[src/hdl/smag_pkg.sv]
package smag_pkg;

  // Fixed field widths of the request and result channels
  localparam int OP_W      = 2;
  localparam int ORIGIN_W  = 9;
  localparam int OFFSET_W  = 6;
  localparam int SUM_W     = ORIGIN_W + 1;
  localparam int WEIGHT_W  = 16;
  localparam int PIXEL_W   = 10;
  localparam int LINE_W    = 12;

  // Entries in the queue between front and back (power of two)
  localparam int QUEUE_DEPTH = 2;

  // Request opcodes; the unused code falls to read
  typedef enum logic [OP_W-1:0] {
    OP_ACCUM = 2'd0,
    OP_READ  = 2'd1,
    OP_CLEAR = 2'd2
  } op_e;

  typedef enum logic [1:0] {
    BK_CLEAR,
    BK_IDLE,
    BK_EXEC
  } bk_state_e;

  typedef struct packed {
    logic full;
    logic empty;
  } q_stat_t;

endpackage

[src/hdl/smag_front.sv]
// Request front end: forms the cell address, range check, weight masking.
module smag_front #(
  parameter int GRID_COLS   = 512,
  parameter int GRID_ROWS   = 512,
  parameter int WEIGHT_BITS = 16,
  localparam int AW     = $clog2(GRID_COLS * GRID_ROWS),
  localparam int DATA_W = smag_pkg::OP_W + 1 + AW + WEIGHT_BITS
                          + smag_pkg::PIXEL_W + smag_pkg::LINE_W
) (
  input  logic                          start_i,
  input  smag_pkg::q_stat_t             q_stat_i,
  input  logic                          clearing_i,
  input  logic [smag_pkg::OP_W-1:0]     op_i,
  input  logic [smag_pkg::ORIGIN_W-1:0] col_origin_i,
  input  logic [smag_pkg::ORIGIN_W-1:0] row_origin_i,
  input  logic [smag_pkg::OFFSET_W-1:0] col_in_window_i,
  input  logic [smag_pkg::OFFSET_W-1:0] row_in_window_i,
  input  logic [smag_pkg::WEIGHT_W-1:0] weight_i,
  input  logic [smag_pkg::PIXEL_W-1:0]  pixel_tag_i,
  input  logic [smag_pkg::LINE_W-1:0]   line_tag_i,
  output logic                          busy_o,
  output logic                          push_o,
  output logic [DATA_W-1:0]             push_data_o
);

  localparam int WIN = (WEIGHT_BITS < smag_pkg::WEIGHT_W) ? WEIGHT_BITS : smag_pkg::WEIGHT_W;

  logic [smag_pkg::SUM_W-1:0] col_sum;
  logic [smag_pkg::SUM_W-1:0] row_sum;
  logic [31:0]                idx_wide;
  logic                       oor;
  logic [AW-1:0]              idx;
  logic [WEIGHT_BITS-1:0]     w;

  assign col_sum  = smag_pkg::SUM_W'(col_origin_i) + smag_pkg::SUM_W'(col_in_window_i);
  assign row_sum  = smag_pkg::SUM_W'(row_origin_i) + smag_pkg::SUM_W'(row_in_window_i);
  assign oor      = (32'(col_sum) >= 32'(GRID_COLS)) || (32'(row_sum) >= 32'(GRID_ROWS));
  // row-major cell index, multiply by a constant
  assign idx_wide = 32'(row_sum) * 32'(GRID_COLS) + 32'(col_sum);
  assign idx      = oor ? '0 : idx_wide[AW-1:0];
  assign w        = WEIGHT_BITS'(weight_i[WIN-1:0]);

  assign busy_o      = clearing_i || q_stat_i.full;
  assign push_o      = start_i && !busy_o;
  assign push_data_o = {op_i, oor, idx, w, pixel_tag_i, line_tag_i};

endmodule

[config.mk]
export PLATFORM = sky130hd
export DESIGN_NAME = smag_front
export DESIGN_NICKNAME = d
export VERILOG_FILES = /design/src/hdl/smag_pkg.sv /design/src/hdl/smag_front.sv
export SDC_FILE = /design/constraint.sdc
export NUM_CORES = 1
export LEC_CHECK = 0
export BUFFER_PORTS_ARGS = -buffer_cell sky130_fd_sc_hd__buf_2
export CAP_MARGIN = 20
export CORE_UTILIZATION = 36
export DETAILED_ROUTE_END_ITERATION = 8
export PLACE_DENSITY = 0.95
export SETUP_SLACK_MARGIN = 0.5
export SLEW_MARGIN = 20
export SYNTH_ARGS = -nofsm -noshare
export SYNTH_HDL_FRONTEND = slang
export SYNTH_SLANG_ARGS = --single-unit
[constraint.sdc]
create_clock -name vclk -period 3.6
set_input_delay 0.36 -clock vclk [all_inputs]
set_output_delay 0.36 -clock vclk [all_outputs]
set_load 0.05 [all_outputs]
# Word level (Yosys, flattened, before mapping)
# Index checks and enable logic that the tools add are counted.
word_totals:
  register_bits: 0
  output_inout_bits: 61
op_classes:
  n_addsub: 3
  n_lt_le_gt_ge: 2
  n_mux: 1
  reduce_logical: 4
op_table:
  columns: ["op", "n"]
  rows:
  - ["adder 9 x 6 -> 10 bit", 2]
  - [">= comparator 10 bit (second input constant)", 2]
  - ["adder 18 x 10 -> 18 bit", 1]
  - ["2-to-1 mux 18 bit", 1]
  - ["logical OR 1 bit", 2]
  - ["logical AND 1 bit", 1]
  - ["logical NOT 1 bit", 1]

# Logic depth before layout (Yosys ltp)
depth:
  word_depth: 4
  ltp_mapped: 11
  depth_no_buf: 11

# Worst setup path after synthesis
# Ideal clock, no wire load.
synth_timing:
  path_kind: "input to output"
  startpoint: "input col_origin_i[1] in the netlist's numbering"
  endpoint: "output push_data_o[55]"
  t_arrival_ns: 3.098
  t_required_ns: 3.240
  path_slack_ns: 0.142
  stages: 11
  path_cell_list: "ha_1 a21o_1 a21oi_1 o221ai_1 and4_1 ha_1 ha_1 and2_1 nand4_1 or4_1 a21oi_1"
synth_via:
  elab_chain_len: 4
  elab_cells_between_ends: 5
  classes_between: "2 x add/sub; 1 x order compare; 1 x mux; 1 x reduce/logical"
synth_rtl:
  columns: ["element", "line", "source"]
  rows:
  - ["start, declared", "smag_front.sv:14", "input logic [smag_pkg::ORIGIN_W-1:0] col_origin_i,"]
  - ["adder 9 x 6 -> 10 bit *", "smag_front.sv:35", "assign col_sum = smag_pkg::SUM_W'(col_origin_i) + smag_pkg::SUM_W'(col_in_window_i);"]
  - ["branches (longest 2 deep; another with adder 18 x 10 -> 18 bit)", null, null]
  - ["2-to-1 mux 18 bit *", "smag_front.sv:40", "assign idx = oor ? '0 : idx_wide[AW-1:0];"]
  - ["end, declared", "smag_front.sv:23", "output logic [DATA_W-1:0] push_data_o"]
# Mark *: on every way between the ends.

# Final worst setup path
layout_timing:
  startpoint: "input row_origin_i[0] in the netlist's numbering"
  endpoint: "output push_data_o[55]"
layout_via:
  elab_chain_len: 4
  elab_cells_between_ends: 5
  classes_between: "2 x add/sub; 1 x order compare; 1 x mux; 1 x reduce/logical"
layout_rtl:
  columns: ["element", "line", "source"]
  rows:
  - ["start, declared", "smag_front.sv:15", "input logic [smag_pkg::ORIGIN_W-1:0] row_origin_i,"]
  - ["adder 9 x 6 -> 10 bit *", "smag_front.sv:36", "assign row_sum = smag_pkg::SUM_W'(row_origin_i) + smag_pkg::SUM_W'(row_in_window_i);"]
  - ["branches (longest 2 deep; another with adder 18 x 10 -> 18 bit)", null, null]
  - ["2-to-1 mux 18 bit *", "smag_front.sv:40", null]
# Marks and branches as above.

==> metrics.md <==
| Metric | Value |
|---|---|
| Status | `complete, no violations` |
| Routed vias | `1149` |
| Actual slew at the worst max-slew pin | `0.714 ns` |
| CP top delay family | `compound AO/OA/AOI/OAI gates` |
| DR DRC count | `0` |
| Crit end category | `primary output` |
| First-pass GRT wire length | `4.37 mm` |
| Final HPWL DP | `2.07 mm` |
| Via/cell ratio | `4.91` |
| Routed WL per cell | `12.3 um` |
| Global placer's final weighted congestion | `0.765` |
| Count leader, synth | `buf_4` |
| Slew margin rel. | `0.518` |
| Core Footprint | `0.00310 mm2` |
| Synth Instances | `167` |
| RSZ-0062 raised after global routing | `yes` |
| CP Class | `in2out` |
| Max Cap Viol | `0` |
| WP data arrival | `2.73 ns` |
| Sequential Area | `0 um2` |
| Final nets | `282` |
| Worst hold slack | `0.720 ns` |
| Die Area | `0.00355 mm2` |
| Post-synth top cells | `buf_4, nor2_1, inv_1` |
| CP required | `3.24 ns` |
| CP Depth | `11` |
| Final wirelength | `2.89 mm` |
| Antenna Nets Post-Route | `0` |
| Synth top area cells | `buf_4, ha_1, xnor2_1` |
| Initial core utilization | `0.384` |
| Die width | `59.6 um` |
| Initial DRC Count | `48` |
| Critical Path Source | `row_origin_i[0]` |
| Setup WS pre-CTS | `0.114 ns` |
| CTS Hold Bufs | `0` |
| Slowest-stage cell, CP | `or4_4` |
| Post-layout minimum cycle time | `3.09 ns` |
| Yosys warns | `0` |
| Unique masters post-synth | `40` |
| Setup TNS Final | `0 ns` |
| DR pass1 iterations | `4` |
| I/O Pins | `135` |
| Final-report setup violation count | `0` |
| IO Port Bufs | `54` |
| Layout cell share with drive strength beyond 1 | `0.495` |
| Multi-input logic area | `995 um2` |
| Fin. Hold Viols | `0` |
| Largest net degree at the start of global routing | `16` |
| Worst setup path endpoint | `push_data_o[55]` |
| Most area-hungry cell type in the Yosys netlist | `buf_4` |
| # fillers | `313` |
| Max Fclk | `0.324 GHz` |
| Die height | `59.6 um` |
| Hold WC Path Type | `in2out` |
| Synthesized Nets | `257` |
| CP peak stage delay | `0.49 ns` |
| Fin crit share | `0.858` |
| Cell Chain, Critical Path | `buf_2, ha_1, inv_1, fa_1, nand2b_4, a21oi_1, o21a_1, o311ai_0, or4_4, a21oi_2, buf_6` |
| Synthesized area | `0.00119 mm2` |
| Crit path max fanout | `4` |
| GRT Total Usage | `0.152` |
| Peak supply drop | `160 uV` |
| Initial antenna violation count | `0` |
| FP Rows | `20` |
| Post-synthesis sequential area ratio | `0` |
| Area growth syn-to-layout | `27.6%` |
| P_leak | `0.714 nW` |
| Synth top area share | `0.258` |
| CP bufs+invs | `3` |
| Max-slew violation count | `0` |
| Syn Area/Cell | `7.14 um2` |
| Clock buffer count | `0` |
| Antenna Cells | `0` |
| GRT overflow | `0` |
| CP Launch Type | `input port` |
| Number of global-route vias before repair | `1048` |
| Power per cell area | `270 mW/mm2` |
| Setup ws final | `0.511 ns` |
| FFs & Latches | `0` |
==> worst min-delay path by stage <==
stage,depth (start not counted),to,from,slack (ns)
floorplan,1,push_data_o[0],line_tag_i[0],0.89
global placement,0,push_data_o[11],line_tag_i[11],0.72
detailed placement,0,push_data_o[11],line_tag_i[11],0.72
CTS,0,push_data_o[11],line_tag_i[11],0.72
global route,0,push_data_o[22],weight_i[0],0.72
finish,0,push_data_o[0],line_tag_i[0],0.72
==> logic make-up (layout without fill, tap and decap cells) <==
family | count (synthesis) | after routing | share of synthesized area
AO/OA/AOI/OAI | 32 | 32 | 0.198
XOR/XNOR | 16 | 16 | 0.118
adder cells (fa/ha/maj) | 16 | 16 | 0.180
buffers and inverters | 58 | 81 | 0.313
AND/OR/NAND/NOR | 45 | 45 | 0.191
==> power breakdown <==
part	total [mW]	internal, mW	switching (mW)
clock network	0	0	0
registers	0	0	0
logic	0.411	0.143	0.268
==> timing repair <==
item                                    CTS  global route
resized for setup                        22            16
setup buffers                             8             4
pin swaps                                 9             6
endpoints found under the setup margin    3             3
==> through the flow <==
stage / instances / instance area (um2) / power [mW] / util
3_3_place_gp: 222 / 1210 / 0.343 / 0.391
4_1_cts: 230 / 1400 / 0.375 / 0.451
3_5_place_dp: 222 / 1210 / 0.348 / 0.391
6_report: 234 / 1520 / 0.411 / 0.490
2_1_floorplan: 167 / 1200 / 0.390 / -
5_1_grt: 234 / 1520 / 0.442 / 0.490
==> cell type report <==
| cell class | count | area share |
|---|---|---|
| Inverter | 15 | 0.0370 |
| Multi-Input combinational cell | 109 | 0.654 |
| Timing Repair Buffer | 66 | 0.273 |
| Tap cell | 44 | 0.0362 |
==> cells in the final DEF (no fill, tap or decap), types with 2 or more instances in the layout <==
master / netlist / final
nor2_1: 17 / 16
xnor2_1: 8 / 7
and2_1: 5 / 4
ha_4: 0 / 7
buf_6: 0 / 4
nand3_2: 1 / 2
o21ai_0: 5 / 5
xor2_1: 8 / 8
fa_1: 2 / 2
o211ai_1: 2 / 2
buf_8: 0 / 2
buf_2: 1 / 49
a21oi_1: 9 / 6
nand3_1: 3 / 2
inv_1: 15 / 15
a21o_1: 2 / 2
a21oi_2: 2 / 5
ha_1: 14 / 7
o21bai_1: 2 / 2
nand2_1: 6 / 6
buf_4: 41 / 10
==> metal layers <==
| layer | share of wire | track usage | up-vias |
|---|---|---|---|
| met5 | 0 | 0 | - |
| met4 | 0.014 | 0.0233 | 0 |
| met3 | 0.066 | 0.0175 | 8 |
| met2 | 0.53 | 0.291 | 42 |
| met1 | 0.39 | 0.184 | 525 |
| li1 | - | - | 574 |
Note: power is estimated with default switching activity, not from simulation.
