[config.mk]
export PLATFORM = sky130hd
export DESIGN_NAME = smag_fifo
export DESIGN_NICKNAME = d
export VERILOG_FILES = /design/src/hdl/smag_pkg.sv /design/src/hdl/smag_fifo.sv
export SDC_FILE = /design/constraint.sdc
export NUM_CORES = 1
export LEC_CHECK = 0
export BUFFER_PORTS_ARGS = -buffer_cell sky130_fd_sc_hd__buf_4
export CORE_MARGIN = 2
export CORE_UTILIZATION = 48
export CTS_CLUSTER_DIAMETER = 120
export DETAILED_ROUTE_END_ITERATION = 7
export GPL_TIMING_DRIVEN = 0
export PLACE_DENSITY = 0.81
export RECOVER_POWER = 50
export SYNTH_ARGS = -nofsm -noshare
export SYNTH_HDL_FRONTEND = slang
export SYNTH_SLANG_ARGS = --single-unit
[constraint.sdc]
create_clock -name clk_i -period 1.3 [get_ports clk_i]
set_input_delay 0.26 -clock clk_i [delete_from_list [all_inputs] [get_ports clk_i]]
set_output_delay 0.26 -clock clk_i [all_outputs]
set_load 0.005 [all_outputs]
[src/hdl/smag_pkg.sv]
package smag_pkg;

  // Fixed field widths of the request and result channels
  localparam int OP_W      = 2;
  localparam int ORIGIN_W  = 9;
  localparam int OFFSET_W  = 6;
  localparam int SUM_W     = ORIGIN_W + 1;
  localparam int WEIGHT_W  = 16;
  localparam int PIXEL_W   = 10;
  localparam int LINE_W    = 12;

  // Entries in the queue between front and back (power of two)
  localparam int QUEUE_DEPTH = 2;

  // Request opcodes; the unused code falls to read
  typedef enum logic [OP_W-1:0] {
    OP_ACCUM = 2'd0,
    OP_READ  = 2'd1,
    OP_CLEAR = 2'd2
  } op_e;

  typedef enum logic [1:0] {
    BK_CLEAR,
    BK_IDLE,
    BK_EXEC
  } bk_state_e;

  typedef struct packed {
    logic full;
    logic empty;
  } q_stat_t;

endpackage

[src/hdl/smag_fifo.sv]
// Small request queue between front and back.
module smag_fifo #(
  parameter int DATA_W = 8
) (
  input  logic              clk_i,
  input  logic              rst_ni,
  input  logic              push_i,
  input  logic [DATA_W-1:0] data_i,
  input  logic              pop_i,
  output logic [DATA_W-1:0] data_o,
  output smag_pkg::q_stat_t stat_o
);

  localparam int PW = $clog2(smag_pkg::QUEUE_DEPTH);
  localparam int CW = $clog2(smag_pkg::QUEUE_DEPTH + 1);

  logic [DATA_W-1:0] slot_q [smag_pkg::QUEUE_DEPTH];
  logic [PW-1:0]     wr_ptr_q, wr_ptr_d;
  logic [PW-1:0]     rd_ptr_q, rd_ptr_d;
  logic [CW-1:0]     count_q, count_d;

  always_comb begin
    wr_ptr_d = wr_ptr_q;
    rd_ptr_d = rd_ptr_q;
    count_d  = count_q;
    if (push_i) begin
      wr_ptr_d = wr_ptr_q + PW'(1);
    end
    if (pop_i) begin
      rd_ptr_d = rd_ptr_q + PW'(1);
    end
    if (push_i && !pop_i) begin
      count_d = count_q + CW'(1);
    end else if (!push_i && pop_i) begin
      count_d = count_q - CW'(1);
    end
  end

  always_ff @(posedge clk_i or negedge rst_ni) begin
    if (!rst_ni) begin
      wr_ptr_q <= '0;
      rd_ptr_q <= '0;
      count_q  <= '0;
    end else begin
      wr_ptr_q <= wr_ptr_d;
      rd_ptr_q <= rd_ptr_d;
      count_q  <= count_d;
    end
  end

  always_ff @(posedge clk_i) begin
    if (push_i) begin
      slot_q[wr_ptr_q] <= data_i;
    end
  end

  assign data_o       = slot_q[rd_ptr_q];
  assign stat_o.full  = (count_q == CW'(smag_pkg::QUEUE_DEPTH));
  assign stat_o.empty = (count_q == '0);

  a_no_push_full: assert property (@(posedge clk_i) disable iff (!rst_ni)
    stat_o.full |-> !push_i)
    else $error("push into full queue");

  a_no_pop_empty: assert property (@(posedge clk_i) disable iff (!rst_ni)
    stat_o.empty |-> !pop_i)
    else $error("pop from empty queue");

endmodule

# ---- After elaboration in Yosys (flattened, before gate mapping)
# Memory sizes are Yosys's and may differ from the RTL's.
# Cells that the tools add are included.
dict set report word_totals {
  reg_bits 4
  ram_bits 16
  n_memories 1
}
# name depth word_bits rd rd_clocked_by_memory_dff wr line_no
set memory_table {}
lappend memory_table {slot_q 2 8 1 0 1 smag_fifo.sv:17} ;# logic [DATA_W-1:0] slot_q [smag_pkg::QUEUE_DEPTH];
dict set report classes {
  n_addsub 4
  eq_ne 1
  n_mux 4
  n_reduce_logical 6
}
# operator count
set ops {}
lappend ops {{2-bit two-way mux} 2}
lappend ops {{1-bit adder, second input constant} 2}
lappend ops {{2-bit by 1-bit adder with 2-bit output, second input constant} 1}
lappend ops {{2-bit == test, second input constant} 1}
lappend ops {{1-bit logical AND} 2}
lappend ops {{1-bit zero test} 2}
lappend ops {{2-bit zero test} 1}
lappend ops {{1-bit two-way mux} 2}
lappend ops {{2-bit nonzero test} 1}
lappend ops {{2-bit by 1-bit subtractor with 2-bit output, second input constant} 1}

# ---- Longest topological paths before layout
# Gate-level depths: netlist of run 1.
dict set report depth {
  ltp_word 4
  mapped_depth 5
}

# ---- Least setup slack after synthesis of run 1
# Ideal clock, no wire load.
dict set report synth_timing {
  kind {flip-flop to flip-flop}
  startpoint {reg wr_ptr_q}
  endpoint {mem slot_q[0][0] (enable)}
  arrival_time_ns 0.789
  t_required_ns 0.927
  slack_ns 0.138
  stages_incl_launch_ff 2
  period_less_slack_ns 1.162
  path_cell_list {dfrtp_1 nor2b_1}
}
# element line_no
set synth_rtl {}
lappend synth_rtl {{from (decl)} smag_fifo.sv:18} ;# logic [PW-1:0] wr_ptr_q, wr_ptr_d;
lappend synth_rtl {{from (signal assigned)} smag_fifo.sv:45} ;# wr_ptr_q <= wr_ptr_d;
lappend synth_rtl {{to (decl)} smag_fifo.sv:17}
# Straight into the memory's write port.

# ---- Worst setup path in the final report of run 1
dict set report layout_timing {
  startpoint {reg rd_ptr_q}
  endpoint {out data_o[3]}
}
dict set report layout_via {
  elab_chain_cells 1
}
# element line_no
set layout_rtl {}
lappend layout_rtl {{from (decl)} smag_fifo.sv:19} ;# logic [PW-1:0] rd_ptr_q, rd_ptr_d;
lappend layout_rtl {{from (signal assigned)} smag_fifo.sv:46} ;# rd_ptr_q <= rd_ptr_d;
lappend layout_rtl {{memory 2 x 8 bit} --}
lappend layout_rtl {{to (decl)} smag_fifo.sv:10} ;# output logic [DATA_W-1:0] data_o,
# Every way passes these cells.

==> flow_summary.yaml, run 1 <==
sta:
  fin_setup_tns_ns: -1.64
  setup_viol: 8
  clock.fmax_mhz: 662
  finalHoldViolCount: 0
  fin_ws_ns: -0.210
  tightest_slew_ns: 0.446
  period_needed_ns: 1.51
  rsz0062_at_grt: "yes"
  relSlewSlack_pct: 70.1
  finClkSkew_ns: 0.00479
  finalMaxSlewViolations: 0
  period_share_pct: 116
clock_tree:
  clk_latency_ns: 0.29
  clkSinkCount: 20
  cts_max_level: 1
  cts_tree: "built"
  cts_made_buffers: 3
  cts_root_buf: "clkbuf_4"
  clkTransAtPathRegs_ns: 0.10
  cts_max_path_buffers: 2
placement:
  postPlaceCellArea_um2: 948
  portBuffers: 21
  place_inst: 78
  detailed_place_hpwl_um: 832
  gp_congestion: 0.641
final_layout:
  final_cells: 86
  fin_area_um2: 1040
  final_common_cell: "edfxtp_1"
  diodes: 0
  drive_above_1_share_pct: 54.3
  n_fill_cell: 115
  mostFrequentLayoutCells: "edfxtp_1, buf_4, clkbuf_4, mux2_2"
  fin_nets: 84
  area_growth_pct: 34.4
die:
  start_util_pct: 51.2
  dieHeight_um: 44.1
  die_x_um: 44.1
  num_rows: 14
  ioPinCount: 22
  coreArea_um2: 1510
  dieArea_um2: 1940
worst_hold_path:
  holdCritPathClass: "in2reg"
  hold_start: "pop_i"
  hold_end: "rd_ptr_q"
  hold_depth: 2
synth:
  synth-simple-area-share_pct: 3.73
  yosys_warnings: 0
  netlist_instances: 41
  synth_seq_cells: 20
  synth_fa_ha_area_share_pct: 1.62
  synth_cell_types: 12
  synth-compound-area-share_pct: 0
  synth_top_family_by_area: "multiplexers"
  synthXorXnorAreaFrac_pct: 5.68
  synth_mux_area_share_pct: 11.7
  ys_seq_area_share_pct: 75.3
  synthesis.area_um2: 771
  avgSynthCellArea_um2: 18.8
  syn-num-nets: 54
worst_setup_path:
  crit_required_ns: 1.04
  timing.rr.end: "slot_q[0][5]"
  critPathKind: "reg2out"
  path_cells: "buf_6, mux2_2, buf_4"
  setup.worst_path.start_class: "flop"
  cp_slowest_cell: "dfrtp_1"
  crit_path_end_kind: "output pin"
  rrSetupSlack_ns: 0.14
  crit-reg2reg-launch: "wr_ptr_q"
  reg2reg_depth: 1
  max_stage_delay_ns: 0.35
  worstPathMaxFanout: 9
  critPathArrivalTime_ns: 1.25
detailed_routing:
  wl_per_cell_um: 13.3
  finalWirelength_um: 1150
  vias_per_cell: 4.86
  firstDrtPassIters: 3
  drc: 0
  drt_iter0_drc: 13
  ant_nets: 0
  num_vias: 418
status:
  status: "complete, but fails checks"
  violations: "negative setup slack"
power_and_ir_drop:
  vdd_drop_max_uv: 1430
  power.density_nw_per_um2: 2080
  finalPower_mw: 2.16
  p_leak_nw: 0.426
global_routing:
  grt_max_degree: 13
  gr-total-overflow: 0
  first_global_vias: 441
  grt_pass1_wl_um: 1940
  grtUsageTotal_pct: 14.7
  grt_antenna_before_repair: 0
job:
  max_cap_viol_count: 0
[state kept, by name (all words and copies together) (netlist names)]
name      flops
count_q       2
rd_ptr_q      1
wr_ptr_q      1
slot_q       16
[where the power goes]
group,total [mW],internal (mW),leakage (nW),switching [mW]
logic,0.731,0.456,0.202,0.276
clock network,0.491,0.311,0.0279,0.179
registers,0.934,0.870,0.197,0.0635
total,2.16,1.64,0.426,0.518
[layout make-up]
class	count	area, um^2	share of cell area [%]
Clock buffer	3	22.5	2.17
Timing Repair Buffer	25	190	18.4
Inverter	1	3.75	0.362
Multi-Input combinational cell	19	178	17.1
Tap cell	16	20.0	1.93
Sequential cell	20	581	56.0
Clock inverter	1	30.0	2.90
Buffer	1	11.3	1.09
[synth_stat cells]
| cell | instances | area share [%] |
|---|---|---|
| nor2b_1 | 1 | 0.81 |
| and2b_2 | 1 | 1.1 |
| dfrtp_1 | 4 | 13 |
| and2_1 | 1 | 0.81 |
| xor2_1 | 4 | 4.5 |
| nor2_1 | 2 | 0.97 |
| edfxtp_1 | 16 | 62 |
| ha_1 | 1 | 1.6 |
| buf_6 | 1 | 1.5 |
| xnor2_1 | 1 | 1.1 |
| mux2_2 | 8 | 12 |
| inv_1 | 1 | 0.49 |
[metrics by stage]
| stage | worst slack (ns) | utilization, % | hold slack [ns] |
|---|---|---|---|
| CTS | -0.231 | 68.8 | 0.126 |
| global route | -0.275 | 68.8 | 0.112 |
| detailed placement | -0.104 | 63.0 | 0.0590 |
| global placement | -0.0539 | 63.0 | 0.0575 |
| finish | -0.210 | 68.8 | 0.138 |
| floorplan | 0.138 | - | -0.0356 |
[repair_timing]
action / 4_1_cts / 5_1_grt
setup buffers: 3 / 0
cloned: 0 / 0
endpoints found under the hold margin: 4 / 0
setup endpoints to repair: 17 / 9
hold buffers: 1 / 0
gates resized for setup: 1 / 1
[worst max-delay path, delay by kind of cell (launching register included)]
kind                   cells  cell delay (ns)
multiplexers               1             0.34
flip-flops                 1             0.35
buffers and inverters      2             0.27
[layer usage]
| metal | track usage (%) | part of all wire, % | vias to the layer above |
|---|---|---|---|
| met5 | 0 | 0 | - |
| met4 | 10.3 | 2.0 | 0 |
| met3 | 4.49 | 5.1 | 4 |
| met2 | 23.5 | 53 | 11 |
| met1 | 16.6 | 40 | 197 |
| li1 | - | - | 206 |
[how the worst max path moves through the flow]
| stage | start | end | slack [ns] | depth (start not counted) |
|---|---|---|---|---|
| after CTS | rd_ptr_q | data_o[3] | -0.23 | 3 |
| after global placement | wr_ptr_q | slot_q[0][4] | -0.05 | 1 |
| final | rd_ptr_q | data_o[3] | -0.21 | 3 |
| after global routing | rd_ptr_q | data_o[2] | -0.27 | 3 |
| after floorplan | wr_ptr_q | slot_q[0][0] | 0.14 | 1 |
| after detailed placement | wr_ptr_q | slot_q[0][4] | -0.10 | 1 |
[cells by family after synthesis]
| logic type | after synthesis |
|---|---|
| simple gates | 5 |
| mux | 8 |
| flops | 20 |
| xor+xnor | 5 |
| buf+inv | 2 |
| fa+ha+maj | 1 |
Note: power is estimated with default switching activity, not from simulation.
==> run 2, diff against run 1 <==
Settings changed: ABC_AREA from default to 1, CORE_UTILIZATION 48 to 49.
==> run 2 against run 1 <==
Synthesized cell count is 22% higher. Clock skew fell by 0.0034 ns. Total power shrank 3.6%. The flow still finishes with violations (negative setup slack). Area after synthesis up 6.2%. Critical path type unchanged. Critical endpoint is now data_o[1]. Clock power decreased by 42%.
==> flow_summary.yaml, run 2 <==
status:
  status: "complete, but fails checks"
  violations: "negative setup slack"
sta:
  fin_ws_ns: -0.200
  period_needed_ns: 1.50
  tightest_slew_ns: 0.430
  fin_setup_tns_ns: -1.57
  clock.fmax_mhz: 667
  relSlewSlack_pct: 71.3
  setup_viol: 8
  finalHoldViolCount: 0
  rsz0062_at_grt: "yes"
  whs_ns: 0.149
  finalMaxSlewViolations: 0
  period_share_pct: 115
  finClkSkew_ns: 0.00135
synth:
  synth-edff-count: 16
  synth_commonest_cells: "edfxtp_1, mux2_4, inv_1, nand2_1, dfrtp_1"
  yosys.area.top_type: "edfxtp_1"
  netlist_instances: 50
  ys.flop_type: "edfxtp_1"
  yosys_warnings: 0
  syn-num-nets: 63
  synthesis.area_um2: 818
  avgSynthCellArea_um2: 16.4
  synth_top_area_share_pct: 58.7
  synth_cell_types: 12
  synth_seq_cells: 20
  synth_area_leaders: "edfxtp_1, mux2_4, dfrtp_1"
  ys_seq_area_share_pct: 70.9
  synthArstFlopShare_pct: 20.0
  yosysMostFrequentCell: "edfxtp_1"
die:
  ioPinCount: 22
  coreArea_um2: 1540
  start_util_pct: 53.1
  die_x_um: 44.9
  dieHeight_um: 44.9
  dieArea_um2: 2010
  num_rows: 14
worst_setup_path:
  crit_required_ns: 1.04
  critPathKind: "reg2out"
  worstPathMaxFanout: 9
  reg2reg_depth: 1
  setup.worst_path.start_class: "flop"
  crit_path_end_kind: "output pin"
  critPathArrivalTime_ns: 1.24
worst_hold_path:
  hold_depth: 2
  holdCritPathClass: "in2reg"
clock_tree:
  cts_root_buf: "clkbuf_4"
  cts_max_path_buffers: 2
  clkSinkCount: 20
  cts_max_level: 1
  cts_made_buffers: 3
  clk_latency_ns: 0.28
  cts_tree: "built"
  clkTransAtPathRegs_ns: 0.10
global_routing:
  grtUsageTotal_pct: 14.9
  first_global_vias: 464
  grt_pass1_wl_um: 1990
  grt_antenna_before_repair: 0
  gr-total-overflow: 0
  grt_max_degree: 12
final_layout:
  diodes: 0
  fin_nets: 91
  regMostFlops: "slot_q"
  utilization_pct: 69.2
  final_common_cell: "edfxtp_1"
  mostFrequentLayoutCells: "edfxtp_1, clkbuf_4, buf_6, mux2_4, inv_1"
  biggestRegsByFlops: "slot_q: 16 flops, count_q: 2 flops"
  drive_above_1_share_pct: 44.2
  area_growth_pct: 30.3
  largest_reg_flops: 16
detailed_routing:
  wl_per_cell_um: 13.5
  drc: 0
  drt_iter0_drc: 9
  ant_nets: 0
  vias_per_cell: 5.05
  firstDrtPassIters: 3
  num_vias: 470
  finalWirelength_um: 1260
placement:
  portBuffers: 21
  pre_cts_ws_ns: -0.0599
  gp_congestion: 0.746
  detailed_place_hpwl_um: 908
job:
  max_cap_viol_count: 0
power_and_ir_drop:
  vdd_drop_max_uv: 1050
  p_leak_nw: 0.472
  power.density_nw_per_um2: 1950
## run 2: cell count changes after synthesis
cell,previous run,this run
and2b_2,1,0
xor2_1,4,2
nor2_1,2,3
inv_1,1,7
nand2_1,0,5
and2_1,1,0
mux2_2,8,0
nand4_1,0,1
nand3_1,0,1
mux2_4,0,8
nor2b_1,1,0
## run 2: final timing paths
path	slack (ns)	from	endpoint
max	-0.20	rd_ptr_q	data_o[1]
min	0.15	pop_i	rd_ptr_q
max reg2reg	0.16	wr_ptr_q	slot_q[0][6]
min reg2reg	0.52	wr_ptr_q	wr_ptr_q
max in group asynchronous	0.77	rst_ni	count_q[0]
min in group asynchronous	0.33	rst_ni	wr_ptr_q
## run 2: report_power, final
group	leakage (nW)	total [mW]	switching [mW]	internal, mW
clock network	0.0150	0.283	0.164	0.119
registers	0.196	0.958	0.0848	0.873
logic	0.261	0.837	0.316	0.522
## run 2: kinds of logic after synthesis
logic type / share of synthesized area, %
flops: 70.9
simple gates: 5.05
buf+inv: 4.59
mux: 14.7
xor+xnor: 3.21
fa+ha+maj: 1.53
## run 2: timing repair
item / CTS / global route
buffers inserted: 1 / 0
setup endpoints to repair: 16 / 10
hold buffers: 1 / 0
resized for setup: 9 / 1
gates cloned: 0 / 0
endpoints found under the hold margin: 4 / 0
## run 2: final cells by class
type / instances / area (um^2)
flip-flops and latches: 20 / 582
inverters: 7 / 26.3
multi-input cells: 22 / 203
fillers: 105 / 475
well taps: 16 / 20.0
clock buffers: 4 / 26.3
repair buffers: 23 / 198
plain buffers: 1 / 11.3
## run 2: routing by layer
metal / share of wire [%] / track usage (%) / routed length [um]
met5: 0 / 0 / 0
met1: 40 / 16.8 / 508
met2: 53 / 24.3 / 661
met4: 2.9 / 14.1 / 36
met3: 4.0 / 1.60 / 50
## run 2: through the flow
| stage | cells | cell area, um^2 | total power [mW] |
|---|---|---|---|
| after floorplan | 50 | 818 | 1.40 |
| after global placement | 87 | 996 | 1.67 |
| after detailed placement | 87 | 996 | 1.71 |
| after CTS | 93 | 1070 | 2.11 |
| after global routing | 93 | 1070 | 2.21 |
| final | 93 | 1070 | 2.08 |
## run 2: critical path, stage by stage (launching register included)
cell and delay (ns):
dfrtp_1 0.38, buf_6 0.15, mux2_4 0.30, buf_6 0.12
